**src/hdl/i80af_pkg.sv**
```systemverilog
// Package of shared types, constants and functions for the 8080 ALU with flags.
`default_nettype none

package i80af_pkg;

   localparam int unsigned CmdWidth  = 4;
   localparam int unsigned ByteWidth = 8;
   localparam int unsigned WordWidth = 16;

   typedef enum logic [CmdWidth-1:0] {
      CMD_ADD        = 4'd0,
      CMD_ADC        = 4'd1,
      CMD_SUB        = 4'd2,
      CMD_SBB        = 4'd3,
      CMD_CMP        = 4'd4,
      CMD_AND        = 4'd5,
      CMD_OR         = 4'd6,
      CMD_XOR        = 4'd7,
      CMD_INC        = 4'd8,
      CMD_DEC        = 4'd9,
      CMD_DAD        = 4'd10,
      CMD_LOAD_ACC   = 4'd11,
      CMD_LOAD_HL    = 4'd12,
      CMD_LOAD_FLAGS = 4'd13
   } cmd_type;

   typedef struct packed {
      logic s;
      logic z;
      logic ac;
      logic p;
      logic cy;
   } flags_type;

   // Auxiliary carry tables indexed by {acc[3], operand[3], result[3]}.
   localparam logic [7:0] AcAddTab = 8'hD4;
   localparam logic [7:0] AcSubTab = 8'h8E;

   function automatic flags_type szp_flags(input logic [ByteWidth-1:0] v,
                                           input logic ac, input logic cy);
      flags_type f;
      f.s  = v[ByteWidth-1];
      f.z  = (v == '0);
      f.p  = ~^v;
      f.ac = ac;
      f.cy = cy;
      return f;
   endfunction

   function automatic logic [ByteWidth-1:0] pack_flags(input flags_type f);
      return {f.s, f.z, 1'b0, f.ac, 1'b0, f.p, 1'b1, f.cy};
   endfunction

endpackage

`default_nettype wire

```
**src/hdl/i80af_req_if.sv**
```systemverilog
// Request channel interface carrying one command word to the ALU.
`default_nettype none

interface i80af_req_if;
   logic                                valid;
   logic                                ready;
   logic [i80af_pkg::CmdWidth-1:0]      cmd;
   logic [i80af_pkg::ByteWidth-1:0]     operand_byte;
   logic [i80af_pkg::WordWidth-1:0]     operand_word;

   modport source (output valid, output cmd, output operand_byte, output operand_word,
                   input ready);
   modport sink (input valid, input cmd, input operand_byte, input operand_word,
                 output ready);
endinterface

`default_nettype wire

```
**src/hdl/i80af_rsp_if.sv**
```systemverilog
// Response channel interface carrying one result word from the ALU.
`default_nettype none

interface i80af_rsp_if;
   logic                                valid;
   logic                                ready;
   logic [i80af_pkg::ByteWidth-1:0]     acc_out;
   logic [i80af_pkg::WordWidth-1:0]     hl_out;
   logic [i80af_pkg::ByteWidth-1:0]     step_value;
   logic [i80af_pkg::ByteWidth-1:0]     flag_byte;

   modport source (output valid, output acc_out, output hl_out, output step_value,
                   output flag_byte, input ready);
   modport sink (input valid, input acc_out, input hl_out, input step_value,
                 input flag_byte, output ready);
endinterface

`default_nettype wire

```
**src/hdl/i8080_alu_flags.sv**
```systemverilog
// Top level of the 8080 ALU: accumulator, HL pair, flags and result register.
// A result word appears in the cycle after its request word is accepted.
// Throughput: one word per cycle; the ALU and flag logic is a single pass into
// the state and result registers, and a request is taken whenever the result
// register is empty or is being drained in the same cycle.
// Reset clears the accumulator, HL, all flags and the result valid bit.
`default_nettype none

module i8080_alu_flags (
   input  logic        clock,
   input  logic        reset,
   i80af_req_if.sink   req_chan,
   i80af_rsp_if.source rsp_chan
);

   logic [i80af_pkg::ByteWidth-1:0]  acc_ff, acc_in;
   logic [i80af_pkg::WordWidth-1:0]  hl_ff, hl_in;
   i80af_pkg::flags_type             flags_ff, flags_in;
   logic [i80af_pkg::ByteWidth-1:0]  step_in;

   logic                             rsp_valid_ff;
   logic [i80af_pkg::ByteWidth-1:0]  acc_out_ff;
   logic [i80af_pkg::WordWidth-1:0]  hl_out_ff;
   logic [i80af_pkg::ByteWidth-1:0]  step_ff;
   logic [i80af_pkg::ByteWidth-1:0]  flag_byte_ff;

   logic                             accept;
   i80af_pkg::cmd_type               cmd;
   logic [i80af_pkg::ByteWidth-1:0]  opb;
   logic                             is_sub;
   logic                             cin;
   logic [i80af_pkg::ByteWidth:0]    sum9;
   logic [i80af_pkg::ByteWidth:0]    diff9;
   logic [i80af_pkg::ByteWidth:0]    r9;
   logic [2:0]                       ac_idx;
   logic                             ac_arith;
   logic [i80af_pkg::WordWidth:0]    dad17;
   logic [i80af_pkg::ByteWidth-1:0]  logic_res;

   assign req_chan.ready = !rsp_valid_ff || rsp_chan.ready;
   assign accept = req_chan.valid && req_chan.ready;
   assign cmd = i80af_pkg::cmd_type'(req_chan.cmd);
   assign opb = req_chan.operand_byte;

   always_comb begin
      is_sub = (cmd == i80af_pkg::CMD_SUB) || (cmd == i80af_pkg::CMD_SBB) ||
               (cmd == i80af_pkg::CMD_CMP);
      cin = ((cmd == i80af_pkg::CMD_ADC) || (cmd == i80af_pkg::CMD_SBB)) ? flags_ff.cy : 1'b0;
      sum9 = {1'b0, acc_ff} + {1'b0, opb} + {{i80af_pkg::ByteWidth{1'b0}}, cin};
      diff9 = {1'b0, acc_ff} - {1'b0, opb} - {{i80af_pkg::ByteWidth{1'b0}}, cin};
      r9 = is_sub ? diff9 : sum9;
      ac_idx = {acc_ff[3], opb[3], r9[3]};
      ac_arith = is_sub ? ~i80af_pkg::AcSubTab[ac_idx] : i80af_pkg::AcAddTab[ac_idx];
      dad17 = {1'b0, hl_ff} + {1'b0, req_chan.operand_word};

      acc_in = acc_ff;
      hl_in = hl_ff;
      flags_in = flags_ff;
      step_in = '0;
      logic_res = acc_ff;

      case (cmd)
         i80af_pkg::CMD_ADD, i80af_pkg::CMD_ADC, i80af_pkg::CMD_SUB, i80af_pkg::CMD_SBB: begin
            acc_in = r9[i80af_pkg::ByteWidth-1:0];
            flags_in = i80af_pkg::szp_flags(r9[i80af_pkg::ByteWidth-1:0], ac_arith,
                                            r9[i80af_pkg::ByteWidth]);
         end
         i80af_pkg::CMD_CMP: begin
            flags_in = i80af_pkg::szp_flags(r9[i80af_pkg::ByteWidth-1:0], ac_arith,
                                            r9[i80af_pkg::ByteWidth]);
         end
         i80af_pkg::CMD_AND, i80af_pkg::CMD_OR, i80af_pkg::CMD_XOR: begin
            if (cmd == i80af_pkg::CMD_AND) begin
               logic_res = acc_ff & opb;
            end else if (cmd == i80af_pkg::CMD_OR) begin
               logic_res = acc_ff | opb;
            end else begin
               logic_res = acc_ff ^ opb;
            end
            acc_in = logic_res;
            flags_in = i80af_pkg::szp_flags(logic_res, 1'b0, 1'b0);
         end
         i80af_pkg::CMD_INC: begin
            step_in = opb + 8'd1;
            flags_in = i80af_pkg::szp_flags(step_in, step_in[3:0] == 4'h0, flags_ff.cy);
         end
         i80af_pkg::CMD_DEC: begin
            step_in = opb - 8'd1;
            flags_in = i80af_pkg::szp_flags(step_in, step_in[3:0] != 4'hF, flags_ff.cy);
         end
         i80af_pkg::CMD_DAD: begin
            hl_in = dad17[i80af_pkg::WordWidth-1:0];
            flags_in.cy = dad17[i80af_pkg::WordWidth];
         end
         i80af_pkg::CMD_LOAD_ACC: begin
            acc_in = opb;
         end
         i80af_pkg::CMD_LOAD_HL: begin
            hl_in = req_chan.operand_word;
         end
         i80af_pkg::CMD_LOAD_FLAGS: begin
            flags_in.s  = opb[7];
            flags_in.z  = opb[6];
            flags_in.ac = opb[4];
            flags_in.p  = opb[2];
            flags_in.cy = opb[0];
         end
         default: begin
         end
      endcase
   end

   always_ff @(posedge clock) begin
      if (reset) begin
         acc_ff <= '0;
         hl_ff <= '0;
         flags_ff <= '0;
         rsp_valid_ff <= 1'b0;
      end else begin
         if (accept) begin
            acc_ff <= acc_in;
            hl_ff <= hl_in;
            flags_ff <= flags_in;
            rsp_valid_ff <= 1'b1;
         end else if (rsp_chan.ready) begin
            rsp_valid_ff <= 1'b0;
         end
      end
   end

   always_ff @(posedge clock) begin
      if (accept) begin
         acc_out_ff <= acc_in;
         hl_out_ff <= hl_in;
         step_ff <= step_in;
         flag_byte_ff <= i80af_pkg::pack_flags(flags_in);
      end
   end

   assign rsp_chan.valid = rsp_valid_ff;
   assign rsp_chan.acc_out = acc_out_ff;
   assign rsp_chan.hl_out = hl_out_ff;
   assign rsp_chan.step_value = step_ff;
   assign rsp_chan.flag_byte = flag_byte_ff;

endmodule

`default_nettype wire
```
**src/flat_wrapper.sv**
```systemverilog
// flat-port wrapper written by rule: the top's interface ports become plain ports
module i8080_alu_flags_flat 
  (clock, reset, req_chan_valid, req_chan_cmd, req_chan_operand_byte, req_chan_operand_word, req_chan_ready, rsp_chan_valid, rsp_chan_acc_out, rsp_chan_hl_out, rsp_chan_step_value, rsp_chan_flag_byte, rsp_chan_ready);
  i80af_req_if req_chan_i ();
  i80af_rsp_if rsp_chan_i ();
  input  logic clock;
  input  logic reset;
  input wire logic [$bits(req_chan_i.valid)-1:0] req_chan_valid;
  input wire logic [$bits(req_chan_i.cmd)-1:0] req_chan_cmd;
  input wire logic [$bits(req_chan_i.operand_byte)-1:0] req_chan_operand_byte;
  input wire logic [$bits(req_chan_i.operand_word)-1:0] req_chan_operand_word;
  output wire logic [$bits(req_chan_i.ready)-1:0] req_chan_ready;
  output wire logic [$bits(rsp_chan_i.valid)-1:0] rsp_chan_valid;
  output wire logic [$bits(rsp_chan_i.acc_out)-1:0] rsp_chan_acc_out;
  output wire logic [$bits(rsp_chan_i.hl_out)-1:0] rsp_chan_hl_out;
  output wire logic [$bits(rsp_chan_i.step_value)-1:0] rsp_chan_step_value;
  output wire logic [$bits(rsp_chan_i.flag_byte)-1:0] rsp_chan_flag_byte;
  input wire logic [$bits(rsp_chan_i.ready)-1:0] rsp_chan_ready;
  assign req_chan_i.valid = req_chan_valid;
  assign req_chan_i.cmd = req_chan_cmd;
  assign req_chan_i.operand_byte = req_chan_operand_byte;
  assign req_chan_i.operand_word = req_chan_operand_word;
  assign req_chan_ready = req_chan_i.ready;
  assign rsp_chan_valid = rsp_chan_i.valid;
  assign rsp_chan_acc_out = rsp_chan_i.acc_out;
  assign rsp_chan_hl_out = rsp_chan_i.hl_out;
  assign rsp_chan_step_value = rsp_chan_i.step_value;
  assign rsp_chan_flag_byte = rsp_chan_i.flag_byte;
  assign rsp_chan_i.ready = rsp_chan_ready;
  i8080_alu_flags u_core (.clock(clock), .reset(reset), .req_chan(req_chan_i), .rsp_chan(rsp_chan_i));
endmodule
```
**config.mk**
```make
export PLATFORM = sky130hd
export DESIGN_NAME = i8080_alu_flags_flat
export DESIGN_NICKNAME = d
export VERILOG_FILES = /design/src/hdl/i80af_pkg.sv /design/src/hdl/i80af_req_if.sv /design/src/hdl/i80af_rsp_if.sv /design/src/hdl/i8080_alu_flags.sv /design/src/flat_wrapper.sv
export SDC_FILE = /design/constraint.sdc
export NUM_CORES = 1
export LEC_CHECK = 0
export ABC_AREA = 1
export BUFFER_PORTS_ARGS = -buffer_cell sky130_fd_sc_hd__buf_2
export CAP_MARGIN = 25
export CORE_UTILIZATION = 55
export DETAILED_ROUTE_END_ITERATION = 6
export PLACE_DENSITY = 0.76
export SYNTH_ARGS = -nofsm -noshare
export SYNTH_HDL_FRONTEND = slang
export SYNTH_SLANG_ARGS = --single-unit
```
**constraint.sdc**
```tcl
create_clock -name clock -period 11.47 [get_ports clock]
set_clock_uncertainty 0.1 [all_clocks]
set_input_delay 1.7205 -clock clock [delete_from_list [all_inputs] [get_ports clock]]
set_output_delay 1.7205 -clock clock [all_outputs]
set_load 0.01 [all_outputs]
```
======== Word level (Yosys, flattened, before mapping) ========
Memory sizes are Yosys's and may differ from the RTL's.
Index checks and enable logic that the tools add are counted.
cells by class
  shift operators ......................... 0
  add/sub/neg operators ................... 7
  bitwise logic cells ..................... 4
  multiplexer cells ....................... 15
  reduce and logical (&&, ||, !) cells .... 20
  multiply operators ...................... 0
  eq/ne operators ......................... 14
  divide/modulo/power cells ............... 0
  $lt $le $gt $ge ......................... 1
operators with widths
  kind                                                                count
  8-bit zero test                                                     4
  16-bit case mux with 2 select lines                                 1
  8-bit XNOR reduction                                                4
  4-bit == test, second input constant                                6
  8-bit two-way mux                                                   3
  8-bit case mux with 3 select lines                                  1
  4-bit case mux with 5 select lines                                  1
  16-bit by 16-bit adder with 17-bit output                           1
  4-bit by 3-bit == test with 1-bit output, second input constant     4
  8-bit case mux with 2 select lines                                  1
  8-bit by 8-bit adder with 9-bit output                              1
  9-bit by 1-bit adder with 9-bit output                              1
  9-bit two-way mux                                                   1
  8-bit by 8-bit subtractor with 9-bit output                         1
  9-bit by 1-bit subtractor with 9-bit output                         1
  8-bit by 1-bit adder with 8-bit output, second input constant       1
  8-bit bitwise AND                                                   1
  4-bit by 2-bit == test with 1-bit output, second input constant     2
  4-bit zero test                                                     2
  8-bit bitwise OR                                                    1
  8-bit by 1-bit subtractor with 8-bit output, second input constant  1
  8-bit bitwise XOR                                                   1
  1-bit two-way mux                                                   6
  5-bit OR reduction                                                  1
  11 further kinds                                                    14
word-level totals
  logic and storage cells ................. 75
  output and inout bits ................... 42
  bits of input ports ..................... 32
  latch bits .............................. 0
  flip-flop bits (word level) ............. 67
  memories ................................ 2
  ROM bits ................................ 16
  RAM bits ................................ 0
memory list
  memory            words  width  rd ports  clocked after Yosys merged registers in  write ports  line                   source
  (name not given)  8      1      1         0                                        0            i8080_alu_flags.sv:53  ac_arith = is_sub ? ~i80af_pkg::AcSubTab[ac_idx] : i80af_pkg::AcAddTab[ac_idx];
  (name not given)  8      1      1         0                                        0            i8080_alu_flags.sv:53

======== Logic depth before layout (Yosys ltp) ========
Gate-level depths: netlist of the first run.
  depth in word-level cells ............... 10
  depth in mapped cells ................... 21
  depth with buffers taken out ............ 21

======== Least setup slack after synthesis of the first run ========
Ideal clock, no wire load.
  path type ............................... in2reg
  from .................................... input req_chan_cmd[3]
  to ...................................... register u_core.flag_byte_ff (netlist bit u_core.rsp_chan.flag_byte[2]), data pin
  data arrival time ....................... 4.720 ns
  stages on the path ...................... 17
  library setup time ...................... 0.262 ns
  path buffers ............................ 0
  required time ........................... 11.108 ns
  path slack .............................. 6.389 ns
  cells stage by stage .................... nor2_4 > nand3_1 > inv_1 > fa_1 > ha_1 > or2_2 > fa_1 > o21ai_1 > xor2_1 > inv_1 > ha_1 > xnor2_1 > xnor2_1 > inv_1 > nand3_1 > nand3_2 > nand3_1
RTL lines
  item                  line                    source
  start, declared       flat_wrapper.sv:9       input wire logic [$bits(req_chan_i.cmd)-1:0] req_chan_cmd;
  end signal, assigned  i8080_alu_flags.sv:136  flag_byte_ff <= i80af_pkg::pack_flags(flags_in);
  end, declared         i8080_alu_flags.sv:25   logic [i80af_pkg::ByteWidth-1:0] flag_byte_ff;

==> results_tabular.tex, run 1 <==
\begin{tabular}{lr}
\hline
Metric & Value \\
\hline
\multicolumn{2}{l}{\textbf{Finish}} \\
\quad Number of inserted diodes & 0 \\
\quad Final cell count without fillers & 989 \\
\quad Post-layout net count & 949 \\
\quad Area growth syn-to-layout & 10.5\% \\
\quad Fin util & 62.5\% \\
\quad Proportion of layout cells with a drive suffix above 1 & 16.2\% \\
\multicolumn{2}{l}{\textbf{Setup path}} \\
\quad Critical path capture point type & register \\
\quad Critical path launch point & req\_chan\_cmd[3] \\
\quad Crit path to & u\_core.rsp\_chan.flag\_byte[2]\$\_DFFE\_PP\_ \\
\quad Worst endpoint required time & 11.46 ns \\
\quad Worst setup path category & in2reg \\
\quad Arrival time at the worst endpoint & 5.27 ns \\
\quad R2R Setup Slk & 7.69 ns \\
\quad Largest fanout on the critical path & 10 \\
\quad CP Launch Type & primary input \\
\quad Reg2reg start & u\_core.flags\_ff[0]\$\_SDFFE\_PP0P\_ \\
\quad Path depth of the worst reg2reg path & 17 \\
\quad Reg-to-reg endpoint & u\_core.rsp\_chan.flag\_byte[2]\$\_DFFE\_PP\_ \\
\multicolumn{2}{l}{\textbf{Worst hold path}} \\
\quad Startpoint of the tightest hold check path & u\_core.rsp\_chan.valid\$\_SDFFE\_PP0P\_ \\
\quad Path category of the worst min-delay check & reg2reg \\
\multicolumn{2}{l}{\textbf{Yosys}} \\
\quad Count of flip-flops with a built-in enable after synthesis & 37 \\
\quad Prevailing post-synth register cell & edfxtp\_1 \\
\quad Post-synthesis mux area share & 0.171\% \\
\quad Largest cells by area after synthesis & edfxtp\_1 19\%, ha\_1 14\%, dfxtp\_1 10\% \\
\quad Synth Area in XOR/XNOR & 3.60\% \\
\quad Post-synth design cell area & 5840 sq um \\
\quad Synth top cells by count & 160 x nand2\_1, 122 x inv\_1, 64 x ha\_1 \\
\quad Yosys reg bits & 67 \\
\quad Post-synthesis compound-gate area fraction & 17.6\% \\
\quad Post-synthesis async set-or-reset flop share & 0\% \\
\quad Area share of the leading cell type in the synthesized netlist & 19.0\% \\
\quad Mean post-synth cell area & 7.46 sq um \\
\quad Number of distinct library cells after synthesis & 51 \\
\quad Dominant cell type by area after synthesis & edfxtp\_1 \\
\quad Fraction of the mapped netlist area in adder cells & 15.4\% \\
\quad Area fraction in and, or, nand and nor cells after synthesis & 23.1\% \\
\quad Gate count of the mapped netlist & 783 \\
\quad Synthesis warning total & 0 \\
\quad Sequential share of the synthesized area & 29.3\% \\
\quad Dominant combinational cell family by area after synthesis & simple AND/OR/NAND/NOR gates \\
\quad Most frequent cell after synthesis & nand2\_1 \\
\multicolumn{2}{l}{\textbf{Clocking}} \\
\quad Clock transition time at the flip-flop clock pins of the worst setup and hold paths & 0.08 ns \\
\quad Clock tree root buffer cell & clkbuf\_8 \\
\quad Max clock buf depth & 2 \\
\quad Setup repair bufs after CTS & 0 \\
\quad Insertion delay of the later-clocked pin in the worst-skew pair & 0.36 ns \\
\quad Maximum level of the CTS H-tree & 3 \\
\quad Number of buffers added by the clock tree synthesis step & 9 \\
\quad Number of hold buffers added after cts & 0 \\
\quad Number of instances resized during post-cts repair & 0 \\
\quad Clock tree from TritonCTS & done \\
\quad Clock sink count & 67 \\
\multicolumn{2}{l}{\textbf{Pwr}} \\
\quad Worst-case vdd ir drop & 0.0000620 V \\
\quad Leakage power & 3.28 nW \\
\quad Sequential cell fraction of total power & 37.6\% \\
\quad Part of the total power dissipated in the clock network & 23.9\% \\
\quad Power density normalized to cell area & 120 nW/um\^{}2 \\
\quad Internal power contribution & 0.000475 W \\
\quad Switching Fraction & 38.6\% \\
\quad Power share of the combinational group & 38.5\% \\
\quad Power spent charging and discharging nets & 0.000299 W \\
\multicolumn{2}{l}{\textbf{STA}} \\
\quad Final critical delay including setup and external delays & 5.28 ns \\
\quad Max Freq & 189 MHz \\
\quad Final number of hold-violating endpoints & 0 \\
\quad Total Neg Setup Slack & 0 ns \\
\quad Final Setup Violations & 0 \\
\quad Final period utilization & 46.0\% \\
\quad Max Transition Viols Final & 0 \\
\quad Worst max-slew margin expressed relative to the limit & 39.4\% \\
\quad Measured slew at the worst slew-check pin & 0.908 ns \\
\quad Setup repair after global routing missed its margin & no \\
\multicolumn{2}{l}{\textbf{Die}} \\
\quad DIE AREA & 11,000 sq um \\
\quad Die span in x & 105 um \\
\quad Row cnt & 37 \\
\quad Ports & 74 \\
\quad Initial standard-cell utilization of the core & 56.6\% \\
\quad Placeable core region & 10,300 sq um \\
\quad Die Span Y & 105 um \\
\multicolumn{2}{l}{\textbf{Detailed routing}} \\
\quad Post-DR vias/cell & 5.67 \\
\quad Initial drt markers & 343 \\
\quad Routed WL & 15,500 um \\
\quad First-pass detailed-route iteration total & 5 \\
\quad Remaining antenna violation count after routing & 0 \\
\quad Overall via count from detail\_route & 5,608 \\
\quad Remaining routing DRC violations & 0 \\
\quad Average detailed-routed wire length per instance & 15.7 um \\
\multicolumn{2}{l}{\textbf{Global route}} \\
\quad Congestion Overflow GR & 0 \\
\quad Pin count of the biggest net entering global routing & 55 \\
\quad Initial antenna violation count & 0 \\
\quad Overall track demand over capacity in global routing & 29.2\% \\
\quad Number of global-route vias before repair & 5,270 \\
\quad First-pass GRT wire length & 25,600 um \\
\multicolumn{2}{l}{\textbf{Placed design}} \\
\quad Post-Place Cells & 972 \\
\quad Post-DP HPWL & 11,800 um \\
\quad Count of input and output buffers & 70 \\
\quad Last weighted congestion value of the routability-driven placer & 0.925 \\
\multicolumn{2}{l}{\textbf{Run}} \\
\quad Max-cap violations & 0 \\
\multicolumn{2}{l}{\textbf{Outcome}} \\
\quad Status & complete, no violations \\
\hline
\end{tabular}
[worst min-delay path by stage]
stage | end | slack, ns | cells past startpoint
floorplan | u_core.acc_ff[2]$_SDFFE_PP0P_ | 0.42 | 2
global placement | u_core.rsp_chan.valid$_SDFFE_PP0P_ | 0.39 | 2
detailed placement | u_core.rsp_chan.valid$_SDFFE_PP0P_ | 0.40 | 2
CTS | u_core.rsp_chan.valid$_SDFFE_PP0P_ | 0.41 | 2
global route | u_core.rsp_chan.valid$_SDFFE_PP0P_ | 0.46 | 2
finish | u_core.rsp_chan.valid$_SDFFE_PP0P_ | 0.41 | 2
[layout make-up]
type                            instances  area (sq um)
Sequential cell                        67          1710
Inverter                              135           509
Multi-Input combinational cell        563          3510
Clock inverter                          6          38.8
Clock buffer                           10           138
Timing Repair Buffer                   72           378
Tap cell                              136           170
Fill cell                             936          3870
[flip-flops by register name (all words and copies together), names as in the netlist]
name	flops
u_core.rsp_chan.acc_out	8
u_core.rsp_chan.valid	1
u_core.acc_ff	8
u_core.rsp_chan.step_value	8
u_core.rsp_chan.hl_out	16
u_core.rsp_chan.flag_byte	5
u_core.hl_ff	16
u_core.flags_ff	5
[power groups by stage]
| stage | registers [W] | logic (W) | clock network (W) |
|---|---|---|---|
| after global routing | 0.000293 | 0.000335 | 0.000196 |
| after detailed placement | 0.000296 | 0.000291 | 0 |
| after CTS | 0.000291 | 0.000293 | 0.000187 |
| final | 0.000291 | 0.000298 | 0.000185 |
| after global placement | 0.000295 | 0.000284 | 0 |
| after floorplan | 0.000301 | 0.000210 | 0 |
[logic make-up after synthesis]
logic type	after synthesis
other	2
adder cells (fa/ha/maj)	69
AO/OA/AOI/OAI	164
XOR/XNOR	24
multiplexers	1
buffers and inverters	154
flip-flops	67
AND/OR/NAND/NOR	302
[critical path: stages]
cell and delay, ns:
buf_2 0.15, nor2_4 0.33, nand3_1 0.19, inv_1 0.10, fa_1 0.47, ha_1 0.22, or2_2 0.29, fa_1 0.42
o21ai_0 0.23, a21boi_0 0.12, o21ai_0 0.17, nand2_1 0.12, ha_1 0.33, xnor2_1 0.14, inv_1 0.06, nand3_1 0.08
nand3_2 0.09, nand3_1 0.06
[routing by layer]
metal | global-route usage, % | part of all wire (%) | up-vias
met5 | 0 | 0 | -
met4 | 9.76 | 1.6 | 0
met3 | 5.80 | 9.0 | 26
met2 | 44.9 | 45 | 260
met1 | 41.1 | 45 | 2595
li1 | - | - | 2727
[cells in the final DEF, fill, tap and decap left out, types with 4 or more instances in the layout]
cell      instances
nand3_1          47
nor2_2            4
nor3_1            5
xor2_1           15
nand4_1          11
a21oi_1          51
o22ai_1          14
ha_1             64
nand2_1         160
inv_2            10
clkbuf_8         10
or2_2             6
o21ai_0          42
inv_1           122
nor2_1           48
edfxtp_1         37
dfxtp_1          30
o21ai_1          11
o21ai_2           7
buf_2            70
o211ai_1         15
fa_1              5
o211ai_2          5
xnor2_1           9
[through the flow]
stage | power, W | hold slack, ns | setup slack [ns] | instance area (sq um)
floorplan | 0.000511 | 0.421 | 6.39 | 5850
global placement | 0.000579 | 0.390 | 6.01 | 6260
detailed placement | 0.000587 | 0.400 | 5.89 | 6260
CTS | 0.000771 | 0.415 | 6.23 | 6430
global route | 0.000824 | 0.456 | 5.94 | 6450
finish | 0.000773 | 0.410 | 6.19 | 6450
Power figures use the tool's default switching activity.
==> run 2: changes to the inputs <==
- CORE_UTILIZATION: 55 -> 54
- PLACE_DENSITY: 0.76 -> 0.78
- clock period: 11.47 -> 4.6 ns (I/O delays scaled with it)
==> run 2 against run 1 <==
Sequential power is 150% higher. Power grew to 2.5 times the previous value. Largest power group unchanged. Via count is 0.64% lower. Highest routed layer unchanged. Clock-buffer cell count stayed put. Hold slack better by 0.013 ns. Global-route usage is 0.89 points lower. Sequential cell count stayed put. Sequential share of layout area is 0.13 points lower. First-iteration DRC count is 24% higher. Largest cell class unchanged.
==> results_tabular.tex, run 2 (synthesis gave the netlist of run 1 again) <==
\begin{tabular}{lr}
\hline
Metric & Value \\
\hline
\multicolumn{2}{l}{\textbf{Outcome}} \\
\quad Status & complete, no violations (unchanged) \\
\multicolumn{2}{l}{\textbf{Clocking}} \\
\quad Max clock buf depth & 2 (unchanged) \\
\quad Clock sink count & 67 (unchanged) \\
\quad Insertion delay of the later-clocked pin in the worst-skew pair & 0.34 ns (was 0.36 ns) \\
\quad Maximum level of the CTS H-tree & 3 (unchanged) \\
\quad Clock tree root buffer cell & clkbuf\_8 (unchanged) \\
\quad Number of instances resized during post-cts repair & 0 (unchanged) \\
\quad Clock transition time at the flip-flop clock pins of the worst setup and hold paths & 0.08 ns (about the same) \\
\quad Number of buffers added by the clock tree synthesis step & 9 (unchanged) \\
\quad Number of hold buffers added after cts & 0 (unchanged) \\
\quad Clock tree from TritonCTS & done (unchanged) \\
\quad Setup repair bufs after CTS & 0 (unchanged) \\
\multicolumn{2}{l}{\textbf{Pwr}} \\
\quad Worst-case vdd ir drop & 0.000176 V (was 0.0000620 V) \\
\quad Power density normalized to cell area & 302 nW/um\^{}2 (was 120 nW/um\^{}2) \\
\quad Leakage power & 3.30 nW (was 3.28 nW) \\
\multicolumn{2}{l}{\textbf{Detailed routing}} \\
\quad First-pass detailed-route iteration total & 5 (unchanged) \\
\quad Remaining routing DRC violations & 0 (unchanged) \\
\quad Remaining antenna violation count after routing & 0 (unchanged) \\
\quad Overall via count from detail\_route & 5,572 (was 5,608) \\
\quad Average detailed-routed wire length per instance & 15.6 um (was 15.7 um) \\
\quad Post-DR vias/cell & 5.62 (was 5.67) \\
\quad Routed WL & 15,500 um (about the same) \\
\quad Initial drt markers & 424 (was 343) \\
\multicolumn{2}{l}{\textbf{STA}} \\
\quad Max Transition Viols Final & 0 (unchanged) \\
\quad Worst max-slew margin expressed relative to the limit & 43.8\% (was 39.4\%) \\
\quad Measured slew at the worst slew-check pin & 0.843 ns (was 0.908 ns) \\
\quad Total Neg Setup Slack & 0 ns (unchanged) \\
\quad Setup repair after global routing missed its margin & no (unchanged) \\
\quad Final period utilization & 87.5\% \\
\quad Final number of hold-violating endpoints & 0 (unchanged) \\
\quad Final Setup Violations & 0 (unchanged) \\
\quad Max Freq & 249 MHz \\
\quad Final critical delay including setup and external delays & 4.02 ns \\
\multicolumn{2}{l}{\textbf{Setup path}} \\
\quad R2R Setup Slk & 0.78 ns (was 7.69 ns) \\
\quad Max stage delay on crit path & 0.54 ns (was 0.47 ns) \\
\quad Worst setup path category & in2reg (unchanged) \\
\quad CP Launch Type & primary input (unchanged) \\
\quad Slowest cell on the critical path & fa\_1 (unchanged) \\
\quad Critical path capture point type & register (unchanged) \\
\quad Largest fanout on the critical path & 5 (was 10) \\
\quad CP cell instances & buf\_2, nor2\_4, nand3\_1, inv\_1, fa\_1, inv\_1, ha\_1, or2\_2, fa\_1, o21ai\_0, a21boi\_0, o21ai\_0, nand2\_1, ha\_1, xnor2\_1, inv\_1, nand3\_1, nand3\_2, nand3\_1 (was buf\_2, nor2\_4, nand3\_1, inv\_1, fa\_1, ha\_1, or2\_2, fa\_1, o21ai\_0, a21boi\_0, o21ai\_0, nand2\_1, ha\_1, xnor2\_1, inv\_1, nand3\_1, nand3\_2, nand3\_1) \\
\quad Arrival time at the worst endpoint & 3.99 ns (was 5.27 ns) \\
\quad Worst endpoint required time & 4.57 ns (was 11.46 ns) \\
\multicolumn{2}{l}{\textbf{Finish}} \\
\quad Post-layout net count & 951 (was 949) \\
\quad Commonest non-fill, non-tap cells in the layout & 160 x nand2\_1, 122 x inv\_1, 70 x buf\_2 (unchanged) \\
\quad Non-Filler Cell Area, Final & 6480 sq um (was 6450 sq um) \\
\quad Area growth syn-to-layout & 11.0\% (was 10.5\%) \\
\quad Most common cell after layout, fill and taps aside & nand2\_1 (unchanged) \\
\quad Proportion of layout cells with a drive suffix above 1 & 16.3\% (was 16.2\%) \\
\quad FF/Latch Area & 1710 sq um (unchanged) \\
\quad Total area of multi-input combinational cells & 3510 sq um (unchanged) \\
\quad Filler Cells Inserted & 966 (was 936) \\
\quad Number of inserted diodes & 0 (unchanged) \\
\multicolumn{2}{l}{\textbf{Global route}} \\
\quad Pin count of the biggest net entering global routing & 55 (unchanged) \\
\quad Congestion Overflow GR & 0 (unchanged) \\
\quad First-pass GRT wire length & 25,100 um (was 25,600 um) \\
\quad Number of global-route vias before repair & 5,215 (was 5,270) \\
\quad Initial antenna violation count & 0 (unchanged) \\
\quad Overall track demand over capacity in global routing & 28.3\% (was 29.2\%) \\
\multicolumn{2}{l}{\textbf{Placed design}} \\
\quad Post-DP HPWL & 12,100 um (was 11,800 um) \\
\quad Count of input and output buffers & 70 (unchanged) \\
\quad Last weighted congestion value of the routability-driven placer & 0.927 (was 0.925) \\
\quad Area after detailed placement & 6270 sq um (was 6260 sq um) \\
\multicolumn{2}{l}{\textbf{Die}} \\
\quad Initial standard-cell utilization of the core & 56.1\% (was 56.6\%) \\
\quad Row cnt & 37 (unchanged) \\
\quad Die Span Y & 106 um (was 105 um) \\
\quad Die span in x & 106 um (was 105 um) \\
\quad DIE AREA & 11,200 sq um (was 11,000 sq um) \\
\quad Ports & 74 (unchanged) \\
\quad Placeable core region & 10,400 sq um (was 10,300 sq um) \\
\multicolumn{2}{l}{\textbf{Run}} \\
\quad Max-cap violations & 0 (unchanged) \\
\multicolumn{2}{l}{\textbf{Worst hold path}} \\
\quad Path category of the worst min-delay check & reg2reg (unchanged) \\
\hline
\end{tabular}
==> run 2: cell count changes in the layout (fill, tap and decap cells not counted) <==
cell and change:
clkinv_2 -1, clkbuf_1 +1, bufinv_16 +1, buf_4 +2
clkinv_4 +1, clkbuf_8 -1, clkinvlp_4 -1
==> run 2: worst paths after layout <==
kind / startpoint / to / cells after the start
setup / recovery: req_chan_cmd[3] / u_core.rsp_chan.flag_byte[2]$_DFFE_PP_ / 19
hold / removal: u_core.rsp_chan.valid$_SDFFE_PP0P_ / u_core.rsp_chan.valid$_SDFFE_PP0P_ / 2
setup reg to reg: u_core.flags_ff[0]$_SDFFE_PP0P_ / u_core.rsp_chan.flag_byte[2]$_DFFE_PP_ / 17
hold reg to reg: u_core.rsp_chan.valid$_SDFFE_PP0P_ / u_core.rsp_chan.valid$_SDFFE_PP0P_ / 2
==> run 2: area by class of cell <==
| cell class | count | share of cell area, % |
|---|---|---|
| multi-input cells | 563 | 54.1 |
| flip-flops and latches | 67 | 26.4 |
| inverters | 135 | 7.85 |
| repair buffers | 74 | 6.06 |
| well taps | 136 | 2.62 |
| clock buffers | 10 | 1.97 |
| clock inverters | 6 | 1.00 |
==> run 2: report_power, final <==
group	internal, W	total [W]	switching [W]
Combinational	0.000278	0.000744	0.000467
Sequential	0.000698	0.000724	0.0000264
Clock	0.000252	0.000490	0.000238
Total	0.00123	0.00196	0.000731
==> run 2: critical path: cells and delay by family <==
kind	cells	cell delay (ns)
compound gates	3	0.51
buf+inv	4	0.34
xor+xnor	1	0.15
fa+ha+maj	4	1.47
simple gates	7	0.81
==> run 2: metrics by stage <==
stage | utilization (%) | instances | hold WS, ns | power (W) | setup WS, ns
finish | 62.3 | 991 | 0.424 | 0.00196 | 0.577
global route | 62.3 | 991 | 0.463 | 0.00209 | 0.376
CTS | 62.1 | 990 | 0.424 | 0.00195 | 0.610
detailed placement | 60.2 | 974 | 0.411 | 0.00147 | 0.268
global placement | 60.2 | 974 | 0.389 | 0.00145 | 0.345
floorplan | - | 784 | 0.421 | 0.00127 | 0.549
==> run 2: per-layer routing <==
layer,vias to the layer above,track usage [%],wire length (um),part of all wire [%]
met5,-,0,0,0
met4,0,9.52,327,2.1
met3,29,4.84,1200,7.7
met2,251,44.9,6820,44
met1,2556,39.2,7140,46
li1,2736,-,-,-
